--- src/lljd_pkg.sv ---
// shared types and constants for the least-loaded job dispatcher
// no dependencies; used by lljd_load_mem, lljd_seq and least_loaded_job_dispatcher
package lljd_pkg;

   localparam int JOB_W   = 16;
   localparam int LOAD_W  = 32;
   localparam int SRV_W   = 3;
   localparam int CNT_W   = 4;
   localparam int PADDR_W = 3;
   localparam int PDATA_W = 32;

   // register word indexes on the csr port
   localparam logic [0:0] REG_PRINTER_COUNT = 1'b0;

   localparam logic [CNT_W-1:0] PRINTER_COUNT_RST = 4'd8;

   // add that sticks at the all-ones maximum
   function automatic logic [LOAD_W-1:0] sat_add(input logic [LOAD_W-1:0] a,
                                                 input logic [LOAD_W-1:0] b);
      logic [LOAD_W:0] s;
      s = {1'b0, a} + {1'b0, b};
      return s[LOAD_W] ? {LOAD_W{1'b1}} : s[LOAD_W-1:0];
   endfunction

endpackage

--- src/lljd_load_mem.sv ---
// per-server load memory: one write port, one registered read port
// entries read as zero until first written (valid bit per entry); uses lljd_pkg
module lljd_load_mem #(
   parameter int DEPTH = 8,
   parameter int AW    = 3
) (
   input  logic                          clock,
   input  logic                          reset,
   input  logic                          rd_en,
   input  logic [AW-1:0]                 rd_addr,
   input  logic                          wr_en,
   input  logic [AW-1:0]                 wr_addr,
   input  logic [lljd_pkg::LOAD_W-1:0]   wr_data,
   output logic [lljd_pkg::LOAD_W-1:0]   rd_data
);
   import lljd_pkg::*;

   logic [LOAD_W-1:0] mem [DEPTH];
   logic [DEPTH-1:0]  valid_ff;
   logic [LOAD_W-1:0] rd_data_ff;
   logic              rd_valid_ff;

   // storage array, no reset
   always_ff @(posedge clock) begin
      if (wr_en) begin
         mem[wr_addr] <= wr_data;
      end
      if (rd_en) begin
         rd_data_ff <= mem[rd_addr];
      end
   end

   // written flags, cleared at reset
   always_ff @(posedge clock) begin
      if (reset) begin
         valid_ff    <= '0;
         rd_valid_ff <= 1'b0;
      end else begin
         if (wr_en) begin
            valid_ff[wr_addr] <= 1'b1;
         end
         if (rd_en) begin
            rd_valid_ff <= valid_ff[rd_addr];
         end
      end
   end

   // never-written entries read as zero load
   assign rd_data = rd_valid_ff ? rd_data_ff : '0;

endmodule

--- src/lljd_seq.sv ---
// job sequencer: scans loads for the minimum, writes back the sum, holds the result beat
// depends on lljd_pkg and lljd_load_mem
module lljd_seq #(
   parameter int NUM_SERVERS = 8,
   parameter int AW          = 3
) (
   input  logic                          clock,
   input  logic                          reset,
   input  logic [lljd_pkg::CNT_W-1:0]    printer_count,
   input  logic                          req_valid,
   output logic                          req_stall,
   input  logic [lljd_pkg::JOB_W-1:0]    req_job_pages,
   output logic                          rsp_valid,
   input  logic                          rsp_stall,
   output logic [lljd_pkg::SRV_W-1:0]    rsp_chosen_server,
   output logic [lljd_pkg::LOAD_W-1:0]   rsp_server_load,
   output logic [lljd_pkg::LOAD_W-1:0]   rsp_grand_total
);
   import lljd_pkg::*;

   localparam int CW = $clog2(NUM_SERVERS + 1);

   typedef enum logic [1:0] {ST_IDLE, ST_SCAN, ST_WRITE} state_type;

   state_type         state_ff;
   logic [JOB_W-1:0]  pages_ff;
   logic [CW-1:0]     count_ff;
   logic [CW-1:0]     rd_idx_ff;
   logic              cmp_vld_ff;
   logic [AW-1:0]     cmp_idx_ff;
   logic [AW-1:0]     best_idx_ff;
   logic [LOAD_W-1:0] best_load_ff;
   logic [LOAD_W-1:0] total_ff;
   logic              rsp_valid_ff;
   logic [SRV_W-1:0]  rsp_server_ff;
   logic [LOAD_W-1:0] rsp_load_ff;
   logic [LOAD_W-1:0] rsp_total_ff;

   logic [CW-1:0]     count_clamp;
   logic              rd_en;
   logic [LOAD_W-1:0] rd_data;
   logic              take;
   logic              last_cmp;
   logic              out_free;
   logic              write_go;
   logic              accept;
   logic [LOAD_W-1:0] load_sum;
   logic [LOAD_W-1:0] total_sum;

   lljd_load_mem #(
      .DEPTH (NUM_SERVERS),
      .AW    (AW)
   ) u_mem (
      .clock   (clock),
      .reset   (reset),
      .rd_en   (rd_en),
      .rd_addr (rd_idx_ff[AW-1:0]),
      .wr_en   (write_go),
      .wr_addr (best_idx_ff),
      .wr_data (load_sum),
      .rd_data (rd_data)
   );

   // active server count, zero counts as one, capped at the server number
   always_comb begin
      if (printer_count == '0) begin
         count_clamp = CW'(1);
      end else if (32'(printer_count) > NUM_SERVERS) begin
         count_clamp = CW'(NUM_SERVERS);
      end else begin
         count_clamp = CW'(printer_count);
      end
   end

   // scan and handshake control
   assign rd_en     = (state_ff == ST_SCAN) && (rd_idx_ff < count_ff);
   assign take      = (cmp_idx_ff == '0) || (rd_data < best_load_ff);
   assign last_cmp  = cmp_vld_ff && (CW'(cmp_idx_ff) == count_ff - CW'(1));
   assign out_free  = !rsp_valid_ff || !rsp_stall;
   assign write_go  = (state_ff == ST_WRITE) && out_free;
   assign req_stall = !((state_ff == ST_IDLE) || write_go);
   assign accept    = req_valid && !req_stall;

   // saturating updates
   assign load_sum  = sat_add(best_load_ff, LOAD_W'(pages_ff));
   assign total_sum = sat_add(total_ff, LOAD_W'(pages_ff));

   // state, scan registers and result beat
   always_ff @(posedge clock) begin
      if (reset) begin
         state_ff     <= ST_IDLE;
         cmp_vld_ff   <= 1'b0;
         rsp_valid_ff <= 1'b0;
         total_ff     <= '0;
      end else begin
         cmp_vld_ff <= rd_en;
         cmp_idx_ff <= rd_idx_ff[AW-1:0];
         if (rsp_valid_ff && !rsp_stall) begin
            rsp_valid_ff <= 1'b0;
         end
         unique case (state_ff)
            ST_IDLE: begin
               if (accept) begin
                  pages_ff  <= req_job_pages;
                  count_ff  <= count_clamp;
                  rd_idx_ff <= '0;
                  state_ff  <= ST_SCAN;
               end
            end
            ST_SCAN: begin
               if (rd_en) begin
                  rd_idx_ff <= rd_idx_ff + CW'(1);
               end
               if (cmp_vld_ff && take) begin
                  best_idx_ff  <= cmp_idx_ff;
                  best_load_ff <= rd_data;
               end
               if (last_cmp) begin
                  state_ff <= ST_WRITE;
               end
            end
            ST_WRITE: begin
               if (write_go) begin
                  rsp_valid_ff  <= 1'b1;
                  rsp_server_ff <= SRV_W'(best_idx_ff);
                  rsp_load_ff   <= load_sum;
                  rsp_total_ff  <= total_sum;
                  total_ff      <= total_sum;
                  if (accept) begin
                     pages_ff  <= req_job_pages;
                     count_ff  <= count_clamp;
                     rd_idx_ff <= '0;
                     state_ff  <= ST_SCAN;
                  end else begin
                     state_ff <= ST_IDLE;
                  end
               end
            end
            default: begin
               state_ff <= ST_IDLE;
            end
         endcase
      end
   end

   assign rsp_valid         = rsp_valid_ff;
   assign rsp_chosen_server = rsp_server_ff;
   assign rsp_server_load   = rsp_load_ff;
   assign rsp_grand_total   = rsp_total_ff;

   // a write-back always loads a result beat
   a_write_loads_rsp: assert property (@(posedge clock) disable iff (reset)
      write_go |=> rsp_valid_ff)
      else $error("write-back without result beat");

   // a load never exceeds the grand total
   a_load_le_total: assert property (@(posedge clock) disable iff (reset)
      rsp_valid_ff |-> (rsp_load_ff <= rsp_total_ff))
      else $error("server load above grand total");

   // compared entries stay inside the active range
   a_cmp_in_range: assert property (@(posedge clock) disable iff (reset)
      cmp_vld_ff |-> (CW'(cmp_idx_ff) < count_ff))
      else $error("scan index outside active servers");

   // a new job never writes back in the cycle after it is taken
   a_no_early_write: assert property (@(posedge clock) disable iff (reset)
      accept |=> !write_go)
      else $error("write-back right after accept");

endmodule

--- src/least_loaded_job_dispatcher.sv ---
// Least-loaded job dispatcher, top level: csr register and job sequencer.
// Each req beat carries one job's page count; the job goes to the active server
// with the smallest accumulated load (ties to the lowest index), and one rsp beat
// returns the chosen server, its new load and the running page total, both
// saturating at the 32-bit maximum.
// The loads are read one per cycle from a one-port-read memory: a job's scan reads
// N loads, N being the active count (printer_count, zero read as one, capped at
// NUM_SERVERS), then the sum is written back and the rsp beat registered. A new job
// can be taken in the write-back cycle.
// req_stall is low while the sequencer is idle or finishing a write-back.
// The result sits in an output register: a stalled rsp beat holds while the next
// job is already being scanned; write-back waits only if that register is still full.
// Reset clears all loads and the total and sets printer_count to 8; loads are
// never cleared afterwards, also not when printer_count changes.
// printer_count lives at byte address 0 of the APB port; pready is always high.
// Depends on lljd_pkg, lljd_seq and lljd_load_mem.
module least_loaded_job_dispatcher #(
   parameter int NUM_SERVERS = 8
) (
   input  logic                          clock,
   input  logic                          reset,
   input  logic                          psel,
   input  logic                          penable,
   input  logic                          pwrite,
   input  logic [lljd_pkg::PADDR_W-1:0]  paddr,
   input  logic [lljd_pkg::PDATA_W-1:0]  pwdata,
   output logic [lljd_pkg::PDATA_W-1:0]  prdata,
   output logic                          pready,
   input  logic                          req_valid,
   output logic                          req_stall,
   input  logic [lljd_pkg::JOB_W-1:0]    req_job_pages,
   output logic                          rsp_valid,
   input  logic                          rsp_stall,
   output logic [lljd_pkg::SRV_W-1:0]    rsp_chosen_server,
   output logic [lljd_pkg::LOAD_W-1:0]   rsp_server_load,
   output logic [lljd_pkg::LOAD_W-1:0]   rsp_grand_total
);
   import lljd_pkg::*;

   localparam int AW = $clog2(NUM_SERVERS);

   logic [CNT_W-1:0] printer_count_ff;
   logic             csr_write;
   logic [0:0]       reg_idx;

   assign pready    = 1'b1;
   assign reg_idx   = paddr[PADDR_W-1:2];
   assign csr_write = psel && penable && pwrite && pready;

   // printer count register
   always_ff @(posedge clock) begin
      if (reset) begin
         printer_count_ff <= PRINTER_COUNT_RST;
      end else if (csr_write && (reg_idx == REG_PRINTER_COUNT)) begin
         printer_count_ff <= pwdata[CNT_W-1:0];
      end
   end

   // register readback
   always_comb begin
      if (reg_idx == REG_PRINTER_COUNT) begin
         prdata = PDATA_W'(printer_count_ff);
      end else begin
         prdata = '0;
      end
   end

   lljd_seq #(
      .NUM_SERVERS (NUM_SERVERS),
      .AW          (AW)
   ) u_seq (
      .clock             (clock),
      .reset             (reset),
      .printer_count     (printer_count_ff),
      .req_valid         (req_valid),
      .req_stall         (req_stall),
      .req_job_pages     (req_job_pages),
      .rsp_valid         (rsp_valid),
      .rsp_stall         (rsp_stall),
      .rsp_chosen_server (rsp_chosen_server),
      .rsp_server_load   (rsp_server_load),
      .rsp_grand_total   (rsp_grand_total)
   );

endmodule

--- config.mk ---
export PLATFORM = sky130hd
export DESIGN_NAME = least_loaded_job_dispatcher
export DESIGN_NICKNAME = d
export VERILOG_FILES = /design/src/lljd_pkg.sv /design/src/lljd_load_mem.sv /design/src/lljd_seq.sv /design/src/least_loaded_job_dispatcher.sv
export SDC_FILE = /design/constraint.sdc
export NUM_CORES = 1
export LEC_CHECK = 0
export ABC_AREA = 1
export BUFFER_PORTS_ARGS = -buffer_cell sky130_fd_sc_hd__buf_2
export CAP_MARGIN = 20
export CORE_MARGIN = 4
export CORE_UTILIZATION = 38
export CTS_CLUSTER_DIAMETER = 50
export DETAILED_ROUTE_END_ITERATION = 10
export SLEW_MARGIN = 20
export SYNTH_ARGS = -nofsm -noshare
export SYNTH_HDL_FRONTEND = slang
export SYNTH_HIERARCHICAL = 1
export SYNTH_SLANG_ARGS = --single-unit
--- constraint.sdc ---
create_clock -name clock -period 5.3 [get_ports clock]
set_clock_uncertainty 0.2 [all_clocks]
set_input_delay 1.06 -clock clock [delete_from_list [all_inputs] [get_ports clock]]
set_output_delay 1.06 -clock clock [all_outputs]
set_load 0.005 [all_outputs]
==> flow_metrics.tcl, run 1 <==
set metrics [dict create \
    outcome "finished, final reports clean" \
    dieArea_um2 61700 \
    synthFlopType "edfxtp_1" \
    cp-start-kind "flop" \
    vias_per_cell 5.01 \
    die_w_um 248 \
    finalWorstSetupSlack_ns 1.69 \
    maxCapViolations 0 \
    place.gp.congestion 0.934 \
    power.internal_mw 6.25 \
    netlist_area_um2 22000 \
    yosysTopAreaCell "edfxtp_1" \
    hpwl_mm 36.8 \
    clock_latency_ns 0.59 \
    finalNetCount 2390 \
    cts-resized-gates 0 \
    std_cell_rows 87 \
    nFillCells 5400 \
    ys_warn_count 6 \
    critPathMaxStageDelay_ns 0.65 \
    clock-root-buffer "clkbuf_16" \
    syn_inst 2157 \
    multi_input_area_um2 6960 \
    antenna_cells 0 \
    seqCellArea_um2 13500 \
    core_area_um2 56800 \
    drive_above_1_share_pct 12.1 \
    io_buffers 100 \
    drc 0 \
    swShare_pct 22.6 \
    endpoint_kind "flop" \
    ioPinCount 160 \
    synth.avg_cell_area_um2 10.2 \
    path_class "reg2reg" \
    synth_edf_count 417 \
    cellPowerDensity_nw_per_um2 325 \
    dp_slack_ns 1.66 \
    synth-async-reset-ratio_pct 0 \
    period_share_pct 68.1 \
    worstHoldPathType "reg2reg" \
    p_sw_mw 1.82 \
    cp_data_required_time_ns 5.31 \
    tns_ns 0 \
    wl_per_cell_um 18.1 \
    syn_to_final_growth_pct 13.2 \
    worst_ep_arrival_time_ns 3.62 \
    crit_family "buffers and inverters" \
    ant_nets 0 \
    max-vdd-ir-drop_uv 326 \
    yosysMostFrequentCell "nand2_1" \
    whs_ns 0.268 \
    ys_ff_latch 466 \
    drt-pass1-iter-count 5 \
    path_buf_inv 3 \
    cts_buffers 52 \
    antenna_found_initial 0 \
    synth_area_leaders "edfxtp_1, nand2_1, nor2_1, dfxtp_1, inv_1" \
    cts_sinks 466 \
    report.final.slew_viol_count 0 \
    grt_max_degree 133 \
    yosysSeqAreaShare_pct 61.5 \
    hold_viol 0 \
    grt_pass1_wl_mm 85.2 \
    rsz0062_at_grt "no" \
    clockPowerShare_pct 44.5 \
    wl_mm 55.3 \
    vias 15300 \
    cts-htree-levels 2 \
    grt_usage_pct 17.8 \
    start_util_pct 38.6 \
    cts_tree "done" \
    period_needed_ns 3.61 \
    path_cells "buf_4 -> nand2_1 -> inv_1 -> ha_1 -> a21oi_1 -> o21ai_0 -> or2_2 -> a21oi_1 -> nand2_1 -> a21oi_4 -> buf_4" \
    pwr-share-comb_pct 5.3 \
    synth_commonest_cells "nand2_1, edfxtp_1, nor2_1" \
    p_leak_nw 10.2 \
    worstPathMaxFanout 35 \
    slew-limit-headroom_pct 27.7 \
    ys_types 52 \
    synth_top_area_share_pct 57.0 \
    clkTransAtPathRegs_ns 0.06 \
    ctsHoldBuffers 0 \
    dr.first_iter.drc_count 1150 \
    chipHeight_um 248 \
    cp_slowest_cell "dfxtp_1" \
    worst_pin_slew_ns 1.07 \
    cts_setup_buffers 0 \
    grt_pass1_vias 15100 \
    setup_viol 0 \
    seqPwrFrac_pct 50.2 \
    max_freq_mhz 277 \
    clockBufferDepth 3 \
    gr-total-overflow 0 \
]
## state kept, by name (all words and copies together) (netlist names), 4 cells and up
name                    cells
printer_count_ff            4
u_seq/rd_idx_ff             4
u_seq/pages_ff             16
u_seq/rsp_server_load      32
u_seq/total_ff             32
u_seq/u_mem/valid_ff        8
u_seq/u_mem/rd_data_ff     32
u_seq/rsp_grand_total      32
u_seq/u_mem/mem           256
u_seq/count_ff              4
u_seq/best_load_ff         32
## tightest hold or removal path: stages, from the launching register on
cell and delay [ns]:
dfxtp_1 0.32, nor2_1 0.05, nor2_1 0.07
## metal layers
layer,track usage [%],routed length (um),vias up
li1,-,-,7477
met1,23.3,24200,7350
met2,30.4,26700,423
met3,2.52,2710,93
met4,6.52,1700,0
met5,0,0,-
## final cells by class
cell class,instances,area share (%)
clock buffers,57,5.40
clock inverters,41,1.58
inverters,264,4.02
multi-input cells,1354,28.0
flip-flops and latches,466,54.3
well taps,756,3.81
repair buffers,124,2.89
## cells by family (layout without fill, tap and decap cells)
group	count (synthesis)	count (layout)	synth area share (%)
AO/OA/AOI/OAI	323	323	7.95
XOR/XNOR	25	25	0.997
adder cells (fa/ha/maj)	70	70	4.06
buffers and inverters	364	486	7.66
flip-flops	466	466	61.5
other	2	29	0.0342
AND/OR/NAND/NOR	907	907	17.8
## path summary, 6_finish.rpt
path                                              start  slack [ns]  cells after the start                       to
worst max-delay path            u_seq/u_mem/rd_valid_ff        1.69                     11   u_seq/best_load_ff[26]
worst min-delay path            u_seq/u_mem/valid_ff[2]        0.27                      2  u_seq/u_mem/valid_ff[2]
worst max register to register  u_seq/u_mem/rd_valid_ff        1.69                     11   u_seq/best_load_ff[26]
worst min register to register  u_seq/u_mem/valid_ff[2]        0.27                      2  u_seq/u_mem/valid_ff[2]
## layout by cell type, fill, tap and decap left out, types with 29 or more instances in the layout
| master | netlist | routed |
|---|---|---|
| nand2_1 | 424 | 424 |
| buf_2 | 22 | 100 |
| clkbuf_16 | 0 | 53 |
| o21ai_1 | 48 | 48 |
| a21oi_1 | 65 | 64 |
| nand3_1 | 113 | 113 |
| o22ai_1 | 64 | 64 |
| o21ai_0 | 128 | 128 |
| edfxtp_1 | 417 | 417 |
| inv_1 | 257 | 257 |
| nor2_1 | 271 | 262 |
| dfxtp_1 | 49 | 49 |
| nand4_1 | 29 | 29 |
| conb_1 | 2 | 29 |
| ha_1 | 68 | 68 |
## metrics by stage
step                      cell area (um2)  utilization, %  std cells  total power, mW
after detailed placement            23100            40.7       2964             4.56
final                               24900            43.7       3062             8.08
after CTS                           24900            43.7       3062             8.18
after floorplan                     22100               -       2184             4.45
after global routing                24900            43.7       3062             8.39
after global placement              23100            40.7       2964             4.55
## power by group through the flow
stage	registers (mW)	clock network (mW)	logic, mW
after floorplan	4.12	0	0.325
after global placement	4.14	0	0.411
after detailed placement	4.14	0	0.423
after CTS	4.06	3.70	0.426
after global routing	4.06	3.85	0.480
final	4.06	3.59	0.424
Note: power is estimated with default switching activity, not from simulation.
==> run 2, diff against run 1 <==
- ABC_AREA: 1 -> 0
- clock period: 5.3 -> 3.2 ns (I/O delays scaled with it)
==> run 2 against run 1 <==
The run now ends with setup timing left. Sequential share of layout area shrank 3.1 points. First-iteration DRC count shrank 27%. Area after synthesis decreased by 7.1%. Clock power is 69% higher. Hold slack worse by 0.22 ns. Final cell count is 23% lower. Fmax up 8.6%. Critical path type unchanged. Critical endpoint is now u_seq/u_mem/mem[4][29].
==> flow_metrics.tcl, run 2 <==
set metrics [dict create \
    outcome "finished, violations left" \
    violations "setup timing" \
    ys_types 69 \
    dieArea_um2 57500 \
    swShare_pct 22.3 \
    whs_ns 0.0515 \
    synth_top_area_share_pct 61.4 \
    top_register "u_seq/u_mem/mem" \
    wl_per_cell_um 21.0 \
    endpoint_kind "flop" \
    synthFlopType "edfxtp_1" \
    power.internal_mw 10.6 \
    max-vdd-ir-drop_uv 457 \
    wl_mm 49.2 \
    dr.first_iter.drc_count 837 \
    seqPwrFrac_pct 49.4 \
    core_area_um2 52900 \
    syn_inst 1325 \
    worstHoldStart "req_job_pages[12]" \
    rsz0062_at_grt "yes" \
    holdPathEnd "u_seq/pages_ff[12]" \
    critPathLaunch "u_seq/best_load_ff[0]" \
    vias 12300 \
    maxCapViolations 0 \
    dp.cells 2164 \
    hpwl_mm 28.1 \
    ioPinCount 160 \
    report.final.slew_viol_count 0 \
    ant_nets 0 \
    die_w_um 240 \
    clock_latency_ns 0.62 \
    setup_viol 186 \
    final_common_cell "edfxtp_1" \
    drive_above_1_share_pct 36.0 \
    grt_pass1_wl_mm 71.9 \
    p_leak_nw 9.86 \
    ff2ff_setup_slack_ns -0.12 \
    io_buffers 100 \
    period_share_pct 104 \
    yosysTopAreaCell "edfxtp_1" \
    worstPathMaxFanout 5 \
    grt_usage_pct 16.3 \
    synth-async-reset-ratio_pct 0 \
    syn_to_final_growth_pct 29.1 \
    synth.avg_cell_area_um2 15.4 \
    clkTransAtPathRegs_ns 0.06 \
    vias_per_cell 5.26 \
    worstHoldPathType "in2reg" \
    ys_ff_latch 466 \
    yosysMostFrequentCell "edfxtp_1" \
    cts-htree-levels 2 \
    clock-root-buffer "clkbuf_16" \
    synth_edf_count 417 \
    cts_tree "done" \
    cp-start-kind "flop" \
    finalNetCount 1739 \
    worstReg2RegStart "u_seq/best_load_ff[0]" \
    r2r_end "u_seq/u_mem/mem[4][29]" \
    start_util_pct 38.6 \
    cts_buffers 55 \
    final_cell_mix "edfxtp_1, buf_2, buf_4" \
    clockPowerShare_pct 44.5 \
    period_needed_ns 3.32 \
    slew-limit-headroom_pct 39.1 \
    netlist_area_um2 20400 \
    cellPowerDensity_nw_per_um2 517 \
    std_cell_rows 84 \
    p_total_mw 13.6 \
    path_class "reg2reg" \
    antenna_cells 0 \
    place.gp.congestion 0.889 \
    drt-pass1-iter-count 5 \
    p_sw_mw 3.03 \
    fin_area_um2 26300 \
    yosysSeqAreaShare_pct 66.2 \
    synth_commonest_cells "edfxtp_1, nand2_1, ha_1" \
    r2r_cells 12 \
    worst_ep_arrival_time_ns 3.44 \
    worst_pin_slew_ns 0.911 \
    largest_reg_flops 256 \
    finalWorstSetupSlack_ns -0.124 \
    pwr-share-comb_pct 6.1 \
    whs_path_depth 1 \
    hold_viol 0 \
    cts_sinks 466 \
    ys_warn_count 6 \
    placed_area_um2 22500 \
    synth_area_leaders "edfxtp_1, mux4_2, dfxtp_1, ha_1, a21oi_1" \
    chipHeight_um 240 \
    clockBufferDepth 3 \
    gr-total-overflow 0 \
    max_freq_mhz 301 \
    cp_data_required_time_ns 3.32 \
    drc 0 \
    grt_pass1_vias 12100 \
    instances_no_fill 2344 \
    antenna_found_initial 1 \
    grt_max_degree 69 \
]
run 2: power by group through the flow:
| stage | logic [mW] | registers, mW | clock network, mW |
|---|---|---|---|
| global route | 0.896 | 6.73 | 6.47 |
| floorplan | 0.488 | 6.84 | 0 |
| detailed placement | 0.683 | 6.86 | 0 |
| CTS | 0.722 | 6.73 | 6.21 |
| finish | 0.827 | 6.73 | 6.06 |
| global placement | 0.671 | 6.86 | 0 |
run 2: worst max-delay path by stage:
stage / endpoint / cells past startpoint
floorplan: u_seq/rsp_server_load[7] / 10
global placement: u_seq/rsp_server_load[28] / 10
detailed placement: u_seq/u_mem/mem[3][28] / 10
CTS: u_seq/u_mem/mem[4][29] / 9
global route: u_seq/u_mem/mem[4][29] / 12
finish: u_seq/u_mem/mem[4][29] / 12
run 2: metrics by stage:
stage | TNS, ns | setup slack [ns] | utilization, %
5_1_grt | -32.31 | -0.224 | 49.8
3_5_place_dp | -107.87 | -0.502 | 42.5
6_report | -11.21 | -0.124 | 49.8
2_1_floorplan | -0.630 | -0.0292 | -
3_3_place_gp | -106.61 | -0.460 | 42.5
4_1_cts | -6.98 | -0.155 | 47.0
run 2: what timing repair did:
action	4_1_cts	5_1_grt
hold endpoints to repair	9	0
setup endpoints to repair	324	350
gates cloned	11	16
setup buffers	7	38
gates resized for setup	80	188
pin swaps	18	71
hold buffers	9	0
run 2: critical path: stages (launching register included):
cell	delay [ns]
edfxtp_1	0.41
ha_2	0.23
buf_6	0.11
a211o_1	0.28
a211o_1	0.30
a31o_1	0.22
a221o_1	0.35
a41oi_4	0.26
buf_12	0.15
buf_6	0.10
nor3b_4	0.07
a31oi_4	0.28
a31oi_4	0.08
run 2: logic make-up (layout without fill, tap and decap cells):
| group | count (synthesis) | count (layout) | share of synthesized area, % |
|---|---|---|---|
| multiplexers | 110 | 111 | 10.0 |
| buffers and inverters | 128 | 415 | 3.30 |
| XOR/XNOR | 45 | 45 | 1.93 |
| AND/OR/NAND/NOR | 294 | 305 | 7.33 |
| AO/OA/AOI/OAI | 210 | 215 | 6.80 |
| adder cells (fa/ha/maj) | 70 | 70 | 4.37 |
| other | 2 | 29 | 0.0368 |
| flip-flops | 466 | 466 | 66.2 |
run 2: area by class of cell:
| type | instances | area, um2 |
|---|---|---|
| inverter | 50 | 188 |
| timing repair buffer | 263 | 2370 |
| fill | 4378 | 26500 |
| sequential | 466 | 13500 |
| multi-input combinational | 775 | 7640 |
| clock buffer | 64 | 1430 |
| tap | 688 | 861 |
| clock inverter | 38 | 343 |
run 2: per-layer routing:
metal	up-vias	routed length (um)	global-route usage, %
met4	2	972	4.77
li1	5664	-	-
met3	66	2740	2.87
met2	354	24000	27.0
met1	6244	21500	22.2
met5	-	7	0
